File: src/rtl/core/mana_pkg.sv
// Package for the moving average neighbour alert block.
// Holds window sizing, divider constants, register addresses and shared types.
// No dependencies.
`default_nettype none

package mana_pkg;

  // Window and sample sizing
  localparam int WINDOW      = 10;
  localparam int SAMPLE_BITS = 16;
  localparam int SLOT_W      = $clog2(WINDOW);
  localparam int SUM_W       = SAMPLE_BITS + $clog2(WINDOW);

  // Divide by WINDOW as multiply by reciprocal; error stays below one LSB
  localparam int DIV_SHIFT = SUM_W + $clog2(WINDOW);
  localparam int MULT_W    = DIV_SHIFT - $clog2(WINDOW) + 2;
  localparam logic [MULT_W-1:0] DIV_MULT =
    MULT_W'(((64'd1 << DIV_SHIFT) + 64'(WINDOW) - 64'd1) / 64'(WINDOW));
  localparam int PROD_W = SUM_W + MULT_W;

  // Alert needs at least this many matching neighbours
  localparam logic [2:0] MIN_MATCHES = 3'd2;

  // Stream packing
  localparam int IN_DATA_W  = 88;
  localparam int OUT_DATA_W = 24;

  // Configuration port
  localparam int CFG_ADDR_W = 3;
  localparam logic REG_ALERT_THRESHOLD = 1'b0;
  localparam logic REG_MATCH_TOLERANCE = 1'b1;

  // Neighbour averages and presence bits travel together
  typedef struct packed {
    logic [3:0]             present;
    logic [SAMPLE_BITS-1:0] east;
    logic [SAMPLE_BITS-1:0] west;
    logic [SAMPLE_BITS-1:0] south;
    logic [SAMPLE_BITS-1:0] north;
  } mana_nbr_t;

endpackage

`default_nettype wire

File: src/rtl/core/moving_average_neighbour_alert_top.sv
// Top level of the moving average neighbour alert block.
// Instantiates mana_window; divides the sum, compares neighbours, registers the result.
// Depends on mana_pkg and mana_window.
`default_nettype none

// The block takes one word per clock cycle, unless the result stream stalls, and returns
// one result word for each. Ring read, sum update and reciprocal multiply each take a
// register stage, and the neighbour compare feeds the output register. The ten-entry
// sample ring is read and written back once per word, which sets the one-word-per-cycle
// rate.
// Unwritten ring entries read as zero, so the average ramps up after reset.
// Write alert_threshold at byte address 0 and match_tolerance at address 4
// only while no words are in flight.
module moving_average_neighbour_alert_top (
  input  logic                              clk,
  input  logic                              rst_n,
  // sample[15:0], north_avg[31:16], south_avg[47:32], west_avg[63:48],
  // east_avg[79:64], present_mask[83:80], zero[87:84]
  input  logic                              in_tvalid,
  output logic                              in_tready,
  input  logic [mana_pkg::IN_DATA_W-1:0]    in_tdata,
  // average[15:0], match_count[18:16], alert[19], zero[23:20]
  output logic                              out_tvalid,
  input  logic                              out_tready,
  output logic [mana_pkg::OUT_DATA_W-1:0]   out_tdata,
  // Configuration port
  input  logic                              cfg_psel,
  input  logic                              cfg_penable,
  input  logic                              cfg_pwrite,
  input  logic [mana_pkg::CFG_ADDR_W-1:0]   cfg_paddr,
  input  logic [31:0]                       cfg_pwdata,
  output logic [31:0]                       cfg_prdata,
  output logic                              cfg_pready
);
  import mana_pkg::*;

  logic [SAMPLE_BITS-1:0] thr_r;
  logic [SAMPLE_BITS-1:0] tol_r;
  logic                   cfg_wr;

  mana_nbr_t              in_nbr;
  logic                   sum_valid;
  logic                   sum_ready;
  logic [SUM_W-1:0]       sum_value;
  mana_nbr_t              sum_nbr;

  logic                   av_v_r;
  logic [SAMPLE_BITS-1:0] avg_r;
  mana_nbr_t              av_nbr_r;
  logic [PROD_W-1:0]      prod;

  logic                   out_v_r;
  logic [OUT_DATA_W-1:0]  out_data_r;
  logic                   en_out;
  logic                   en_av;

  logic [3:0]             match;
  logic [2:0]             match_cnt;
  logic                   alert;
  logic [SAMPLE_BITS-1:0] nb [4];
  logic [SAMPLE_BITS-1:0] diff [4];

  // Configuration registers
  assign cfg_pready = 1'b1;
  assign cfg_wr     = cfg_psel && cfg_penable && cfg_pwrite && cfg_pready;

  always_ff @(posedge clk) begin
    if (!rst_n) begin
      thr_r <= '1;
      tol_r <= '0;
    end else if (cfg_wr) begin
      unique case (cfg_paddr[2])
        REG_ALERT_THRESHOLD: thr_r <= cfg_pwdata[SAMPLE_BITS-1:0];
        REG_MATCH_TOLERANCE: tol_r <= cfg_pwdata[SAMPLE_BITS-1:0];
        default: ;
      endcase
    end
  end

  always_comb begin
    unique case (cfg_paddr[2])
      REG_ALERT_THRESHOLD: cfg_prdata = 32'(thr_r);
      REG_MATCH_TOLERANCE: cfg_prdata = 32'(tol_r);
      default:             cfg_prdata = '0;
    endcase
  end

  // Unpack the input word
  assign in_nbr.north   = in_tdata[31:16];
  assign in_nbr.south   = in_tdata[47:32];
  assign in_nbr.west    = in_tdata[63:48];
  assign in_nbr.east    = in_tdata[79:64];
  assign in_nbr.present = in_tdata[83:80];

  mana_window u_window (
    .clk       (clk),
    .rst_n     (rst_n),
    .in_valid  (in_tvalid),
    .in_ready  (in_tready),
    .in_sample (in_tdata[SAMPLE_BITS-1:0]),
    .in_nbr    (in_nbr),
    .sum_valid (sum_valid),
    .sum_ready (sum_ready),
    .sum_value (sum_value),
    .sum_nbr   (sum_nbr)
  );

  assign en_out    = !out_v_r || out_tready;
  assign en_av     = !av_v_r || en_out;
  assign sum_ready = en_av;

  // Divide the sum by the window length through the reciprocal
  assign prod = PROD_W'(sum_value) * PROD_W'(DIV_MULT);

  always_ff @(posedge clk) begin
    if (sum_valid && en_av) begin
      avg_r    <= prod[DIV_SHIFT +: SAMPLE_BITS];
      av_nbr_r <= sum_nbr;
    end
  end

  // Compare each present neighbour with the average
  assign nb[0] = av_nbr_r.north;
  assign nb[1] = av_nbr_r.south;
  assign nb[2] = av_nbr_r.west;
  assign nb[3] = av_nbr_r.east;

  always_comb begin
    for (int k = 0; k < 4; k++) begin
      diff[k]  = (avg_r >= nb[k]) ? (avg_r - nb[k]) : (nb[k] - avg_r);
      match[k] = av_nbr_r.present[k] && (diff[k] <= tol_r);
    end
  end

  assign match_cnt = 3'(match[0]) + 3'(match[1]) + 3'(match[2]) + 3'(match[3]);
  assign alert     = (avg_r >= thr_r) && (match_cnt >= MIN_MATCHES);

  // Hold the result word until taken
  always_ff @(posedge clk) begin
    if (av_v_r && en_out) begin
      out_data_r <= {4'b0, alert, match_cnt, avg_r};
    end
  end

  always_ff @(posedge clk) begin
    if (!rst_n) begin
      av_v_r  <= 1'b0;
      out_v_r <= 1'b0;
    end else begin
      if (en_av) begin
        av_v_r <= sum_valid;
      end
      if (en_out) begin
        out_v_r <= av_v_r;
      end
    end
  end

  assign out_tvalid = out_v_r;
  assign out_tdata  = out_data_r;

endmodule

`default_nettype wire

File: src/rtl/core/mana_window.sv
// Sample ring and running sum for the moving average neighbour alert block.
// Reads the oldest entry, updates the sum, writes the new sample back.
// Depends on mana_pkg.
`default_nettype none

module mana_window (
  input  logic                            clk,
  input  logic                            rst_n,
  input  logic                            in_valid,
  output logic                            in_ready,
  input  logic [mana_pkg::SAMPLE_BITS-1:0] in_sample,
  input  mana_pkg::mana_nbr_t             in_nbr,
  output logic                            sum_valid,
  input  logic                            sum_ready,
  output logic [mana_pkg::SUM_W-1:0]      sum_value,
  output mana_pkg::mana_nbr_t             sum_nbr
);
  import mana_pkg::*;

  // Ring storage; entries without a valid bit read as zero
  logic [SAMPLE_BITS-1:0] ring_mem [WINDOW];
  logic [WINDOW-1:0]      ent_valid_r;

  logic [SLOT_W-1:0]      slot_r;
  logic [SLOT_W-1:0]      slot_nxt;

  // Read stage
  logic                   rd_v_r;
  logic [SLOT_W-1:0]      rd_slot_r;
  logic [SAMPLE_BITS-1:0] rd_sample_r;
  mana_nbr_t              rd_nbr_r;
  logic [SAMPLE_BITS-1:0] rd_data_r;
  logic                   rd_hit_r;

  // Sum stage
  logic                   sv_r;
  logic [SUM_W-1:0]       sum_r;
  logic [SUM_W-1:0]       sum_nxt;
  mana_nbr_t              sum_nbr_r;

  logic                   en_sum;
  logic                   en_rd;
  logic                   accept;
  logic                   commit;
  logic [SAMPLE_BITS-1:0] old_sample;

  assign en_sum   = !sv_r || sum_ready;
  assign en_rd    = !rd_v_r || en_sum;
  assign in_ready = en_rd;
  assign accept   = in_valid && en_rd;
  assign commit   = rd_v_r && en_sum;

  // Advance write slot with wrap
  always_comb begin
    if (slot_r == SLOT_W'(WINDOW - 1)) begin
      slot_nxt = '0;
    end else begin
      slot_nxt = slot_r + SLOT_W'(1);
    end
  end

  // Drop the oldest entry, add the new word
  assign old_sample = rd_hit_r ? rd_data_r : '0;
  assign sum_nxt    = sum_r - SUM_W'(old_sample) + SUM_W'(rd_sample_r);

  // Ring memory: read on accept, write back on commit
  always_ff @(posedge clk) begin
    if (accept) begin
      rd_data_r <= ring_mem[slot_r];
    end
    if (commit) begin
      ring_mem[rd_slot_r] <= rd_sample_r;
    end
  end

  // Control state
  always_ff @(posedge clk) begin
    if (!rst_n) begin
      slot_r      <= '0;
      ent_valid_r <= '0;
      rd_v_r      <= 1'b0;
      sv_r        <= 1'b0;
      sum_r       <= '0;
    end else begin
      if (accept) begin
        slot_r <= slot_nxt;
      end
      if (en_rd) begin
        rd_v_r <= in_valid;
      end
      if (en_sum) begin
        sv_r <= rd_v_r;
      end
      if (commit) begin
        sum_r                  <= sum_nxt;
        ent_valid_r[rd_slot_r] <= 1'b1;
      end
    end
  end

  // Payload registers
  always_ff @(posedge clk) begin
    if (accept) begin
      rd_slot_r   <= slot_r;
      rd_sample_r <= in_sample;
      rd_nbr_r    <= in_nbr;
      rd_hit_r    <= ent_valid_r[slot_r];
    end
    if (commit) begin
      sum_nbr_r <= rd_nbr_r;
    end
  end

  assign sum_valid = sv_r;
  assign sum_value = sum_r;
  assign sum_nbr   = sum_nbr_r;

endmodule

`default_nettype wire

File: config.mk
export PLATFORM = sky130hd
export DESIGN_NAME = moving_average_neighbour_alert_top
export DESIGN_NICKNAME = d
export VERILOG_FILES = /design/src/rtl/core/mana_pkg.sv /design/src/rtl/core/moving_average_neighbour_alert_top.sv /design/src/rtl/core/mana_window.sv
export SDC_FILE = /design/constraint.sdc
export NUM_CORES = 1
export LEC_CHECK = 0
export BUFFER_PORTS_ARGS = -buffer_cell sky130_fd_sc_hd__buf_4
export CAP_MARGIN = 20
export CORE_MARGIN = 5
export CORE_UTILIZATION = 45
export CTS_CLUSTER_DIAMETER = 80
export DETAILED_ROUTE_END_ITERATION = 12
export PLACE_DENSITY = 0.63
export SYNTH_ARGS = -nofsm -noshare
export SYNTH_HDL_FRONTEND = slang
export SYNTH_SLANG_ARGS = --single-unit
File: constraint.sdc
create_clock -name clk -period 8.7 [get_ports clk]
set_clock_uncertainty 0.2 [all_clocks]
set_input_delay 0.87 -clock clk [delete_from_list [all_inputs] [get_ports clk]]
set_output_delay 0.87 -clock clk [all_outputs]
set_load 0.01 [all_outputs]
==> flow_summary_export.csv <==
group,metric,value,unit
status,status,"finished, final reports clean",
die,rows,101,
setup_path,max_stage_delay,570,ps
sta,fmax,139,MHz
global_route,antenna_found_initial,2,
placed_design,portBuffers,145,
global_route,grt_pass1_vias,23400,
detailed_routing,via_count,23200,
clocking,cts-root-buf,"clkbuf_16",
clocking,cts_buffer_depth,3,
detailed_routing,drt_iter0_drc,1896,
synthesis,ys_types,93,
detailed_routing,vias_per_cell,5.59,
sta,worstMarginPinSlew,959,ps
clocking,cts_htree_levels,2,
cells_and_area,fin_cells,4142,
power,powerDensity,325,nW/µm²
synthesis,syn_inst,2981,
power,combPwrFrac,56.8,%
cells_and_area,finalNetCount,3828,
sta,setup_tns,0,ps
synthesis,ys_warn_count,0,
detailed_routing,drc,0,
power,internal_power,0.00702,W
setup_path,arrival,7360,ps
setup_path,crit_type,"reg -> reg",
synthesis,synth_xor_area_share,2.56,%
detailed_routing,antenna_left,0,
global_route,overflow,0,
clocking,clk_latency,630,ps
sta,rsz0062_at_grt,"false",
placed_design,place_area,36300,µm²
global_route,gr-usage-met1,31.7,%
setup_path,cp-end-kind,"flip-flop",
synthesis,synth_fa_ha_area_share,24.5,%
power,finalPower,0.0124,W
global_route,grt_max_degree,59,
global_route,track_usage,21.8,%
cells_and_area,layout_commonest_cell,"edfxtp_1",
power,leakage,16.9,nW
sta,finalCriticalPeriod,7200,ps
sta,period_share,82.8,%
hold_path,hold_path.class,"reg -> reg",
die,die_y,286,µm
power,vdd_drop_max,328,µV
setup_path,crit_top_cell,"a21o_1",
flow_run,maxCapViolations,0,
sta,slew_headroom,34.4,%
setup_path,crit_path_start,"avg_r[0]$_DFFE_PP_",
synthesis,async_flop_share,0,%
die,initial_core_util,45.2,%
clocking,post_cts_buffers,0,
placed_design,post-place-cells,4040,
cells_and_area,fill_cells,6695,
hold_path,min-delay-start,"u_window.rd_nbr_r[47]$_DFFE_PP_",
clocking,clk_pin_slew,60,ps
power,pwr-share-clk,18.7,%
power,seqPwrFrac,24.5,%
setup_path,reg2reg_from,"avg_r[0]$_DFFE_PP_",
synthesis,ys_seq_area_share,42.4,%
synthesis,synth_area_leaders,"edfxtp_1 38%, ha_1 15%, fa_1 9.0%, inv_1 4.5%, dfxtp_1 4.1%",
setup_path,crit_slowest_cell,"edfxtp_1",
setup_path,cp-start-kind,"flip-flop",
synthesis,synthMuxAreaShare,4.07,%
synthesis,ys_ff_latch,507,
synthesis,syn_area,34200,µm²
synthesis,yosys_most_used_dff,"edfxtp_1",
clocking,cts_buffers,54,
clocking,cts_hold_buf,0,
detailed_routing,wirelength,90.6,mm
global_route,grt-busiest-layer,"met2",
synthesis,yosys.area_share.simple,7.56,%
cells_and_area,fin_area,38200,µm²
setup_path,critPathMaxFanout,18,
sta,slew_violations,0,
synthesis,synth_edf_count,437,
global_route,met2_usage,34.5,%
cells_and_area,syn2layout_area_growth,11.5,%
cells_and_area,layout_common_cells,"437 x edfxtp_1, 424 x ha_1, 404 x inv_1",
detailed_routing,wl_per_cell,21.9,µm
setup_path,required,8860,ps
die,die_area,81700,µm²
synthesis,synth.avg_cell_area,11.5,µm²
clocking,cts_tree,"built",
detailed_routing,dr.pass1.iters,5,
synthesis,synth_top_area_share,38.3,%
die,dieWidth,286,µm
die,core_area,75700,µm²
global_route,grt_use_met3,2.87,%
synthesis,synth_top_family_by_area,"adder cells",
synthesis,synth_compound_area_share,12.6,%
power,swShare,43.4,%
sta,hold_viol,0,
die,io_pins,189,
placed_design,place_congestion,0.924,
global_route,grt_pass1_wl,139,mm
cells_and_area,diodes,0,
sta,setup_viol,0,
clocking,post_cts_resize_count,0,
placed_design,hpwl,69.9,mm
clocking,numClockSinks,507,
synthesis,synth_largest_area_cell,"edfxtp_1",
power,power_switching,0.00539,W
cells_and_area,drive_above_1_share,11.3,%
==> cell usage after synthesis (35+ instances only) <==
cell type	n
fa_1	154
a21oi_1	192
mux2i_1	50
dfxtp_1	70
edfxtp_1	437
ha_1	424
nor3_1	43
nand4_1	43
nand2_1	153
nor2_1	97
clkbuf_1	60
xor2_1	51
o21ai_0	98
a211oi_1	35
inv_1	406
nor2b_1	39
xnor2_1	49
a21o_1	134
==> routing by layer <==
metal  up-vias  part of all wire [%]
met4         0                   3.1
met5         -                     0
met3       131                   5.5
met2       712                    45
met1     11500                    46
li1      10900                     -
==> cell families (layout without fill, tap and decap cells) <==
family	count (synthesis)	in the layout
AO/OA/AOI/OAI	657	657
XOR/XNOR	100	100
adder cells (fa/ha/maj)	578	578
buffers and inverters	525	689
flip-flops	507	507
multiplexers	95	95
other	2	21
AND/OR/NAND/NOR	517	517
==> stage by stage <==
stage / worst slack, ps / util (%) / hold slack [ps]
after global placement: 1590 / 48.0 / 203
after CTS: 1450 / 50.4 / 170
after floorplan: 800 / - / 200
final: 1500 / 50.4 / 205
after global routing: 1220 / 50.4 / 181
after detailed placement: 1510 / 48.0 / 205
==> registers in the layout, summed over array words and instances, names as in the netlist, 4 cells and up <==
name                  count
thr_r                    16
u_window.sum_nbr         68
u_window.sum_value       20
u_window.ent_valid_r     10
u_window.ring_mem       160
u_window.rd_slot_r        4
u_window.rd_sample_r     16
out_tdata                20
u_window.slot_r           4
av_nbr_r                 68
avg_r                    16
u_window.rd_data_r       16
tol_r                    16
u_window.rd_nbr_r        68
==> power by group through the flow <==
stage	registers, W	logic [W]	clock network [W]
after global placement	0.00308	0.00682	0
after detailed placement	0.00309	0.00698	0
after floorplan	0.00302	0.00508	0
final	0.00304	0.00705	0.00232
after CTS	0.00304	0.00703	0.00237
after global routing	0.00305	0.00791	0.00249
==> final timing paths <==
kind                                                       end  slack, ps  depth (start not counted)
worst min register to register  u_window.sum_nbr[47]$_DFFE_PP_        200                          0
worst max register to register         out_tdata[19]$_DFFE_PP_       1500                         28
worst min-delay path            u_window.sum_nbr[47]$_DFFE_PP_        200                          0
worst max-delay path                   out_tdata[19]$_DFFE_PP_       1500                         28
==> cell type report <==
type / count / area [µm²] / area share (%)
multi-input combinational: 1968 / 17700 / 46.3
sequential: 507 / 14500 / 38.0
inverter: 407 / 1530 / 4.01
clock buffer: 74 / 1510 / 3.95
timing repair buffer: 182 / 1370 / 3.59
tap: 978 / 1220 / 3.20
clock inverter: 26 / 329 / 0.862
==> worst max-delay path, delay by kind of cell, from the launching register on <==
| family | cells | cell delay [ps] |
|---|---|---|
| flops | 1 | 570 |
| xor+xnor | 1 | 170 |
| buf+inv | 3 | 430 |
| mux | 1 | 410 |
| compound gates | 12 | 2190 |
| fa+ha+maj | 6 | 1840 |
| simple gates | 5 | 1090 |
No activity file was read; power rests on OpenSTA's default activity.
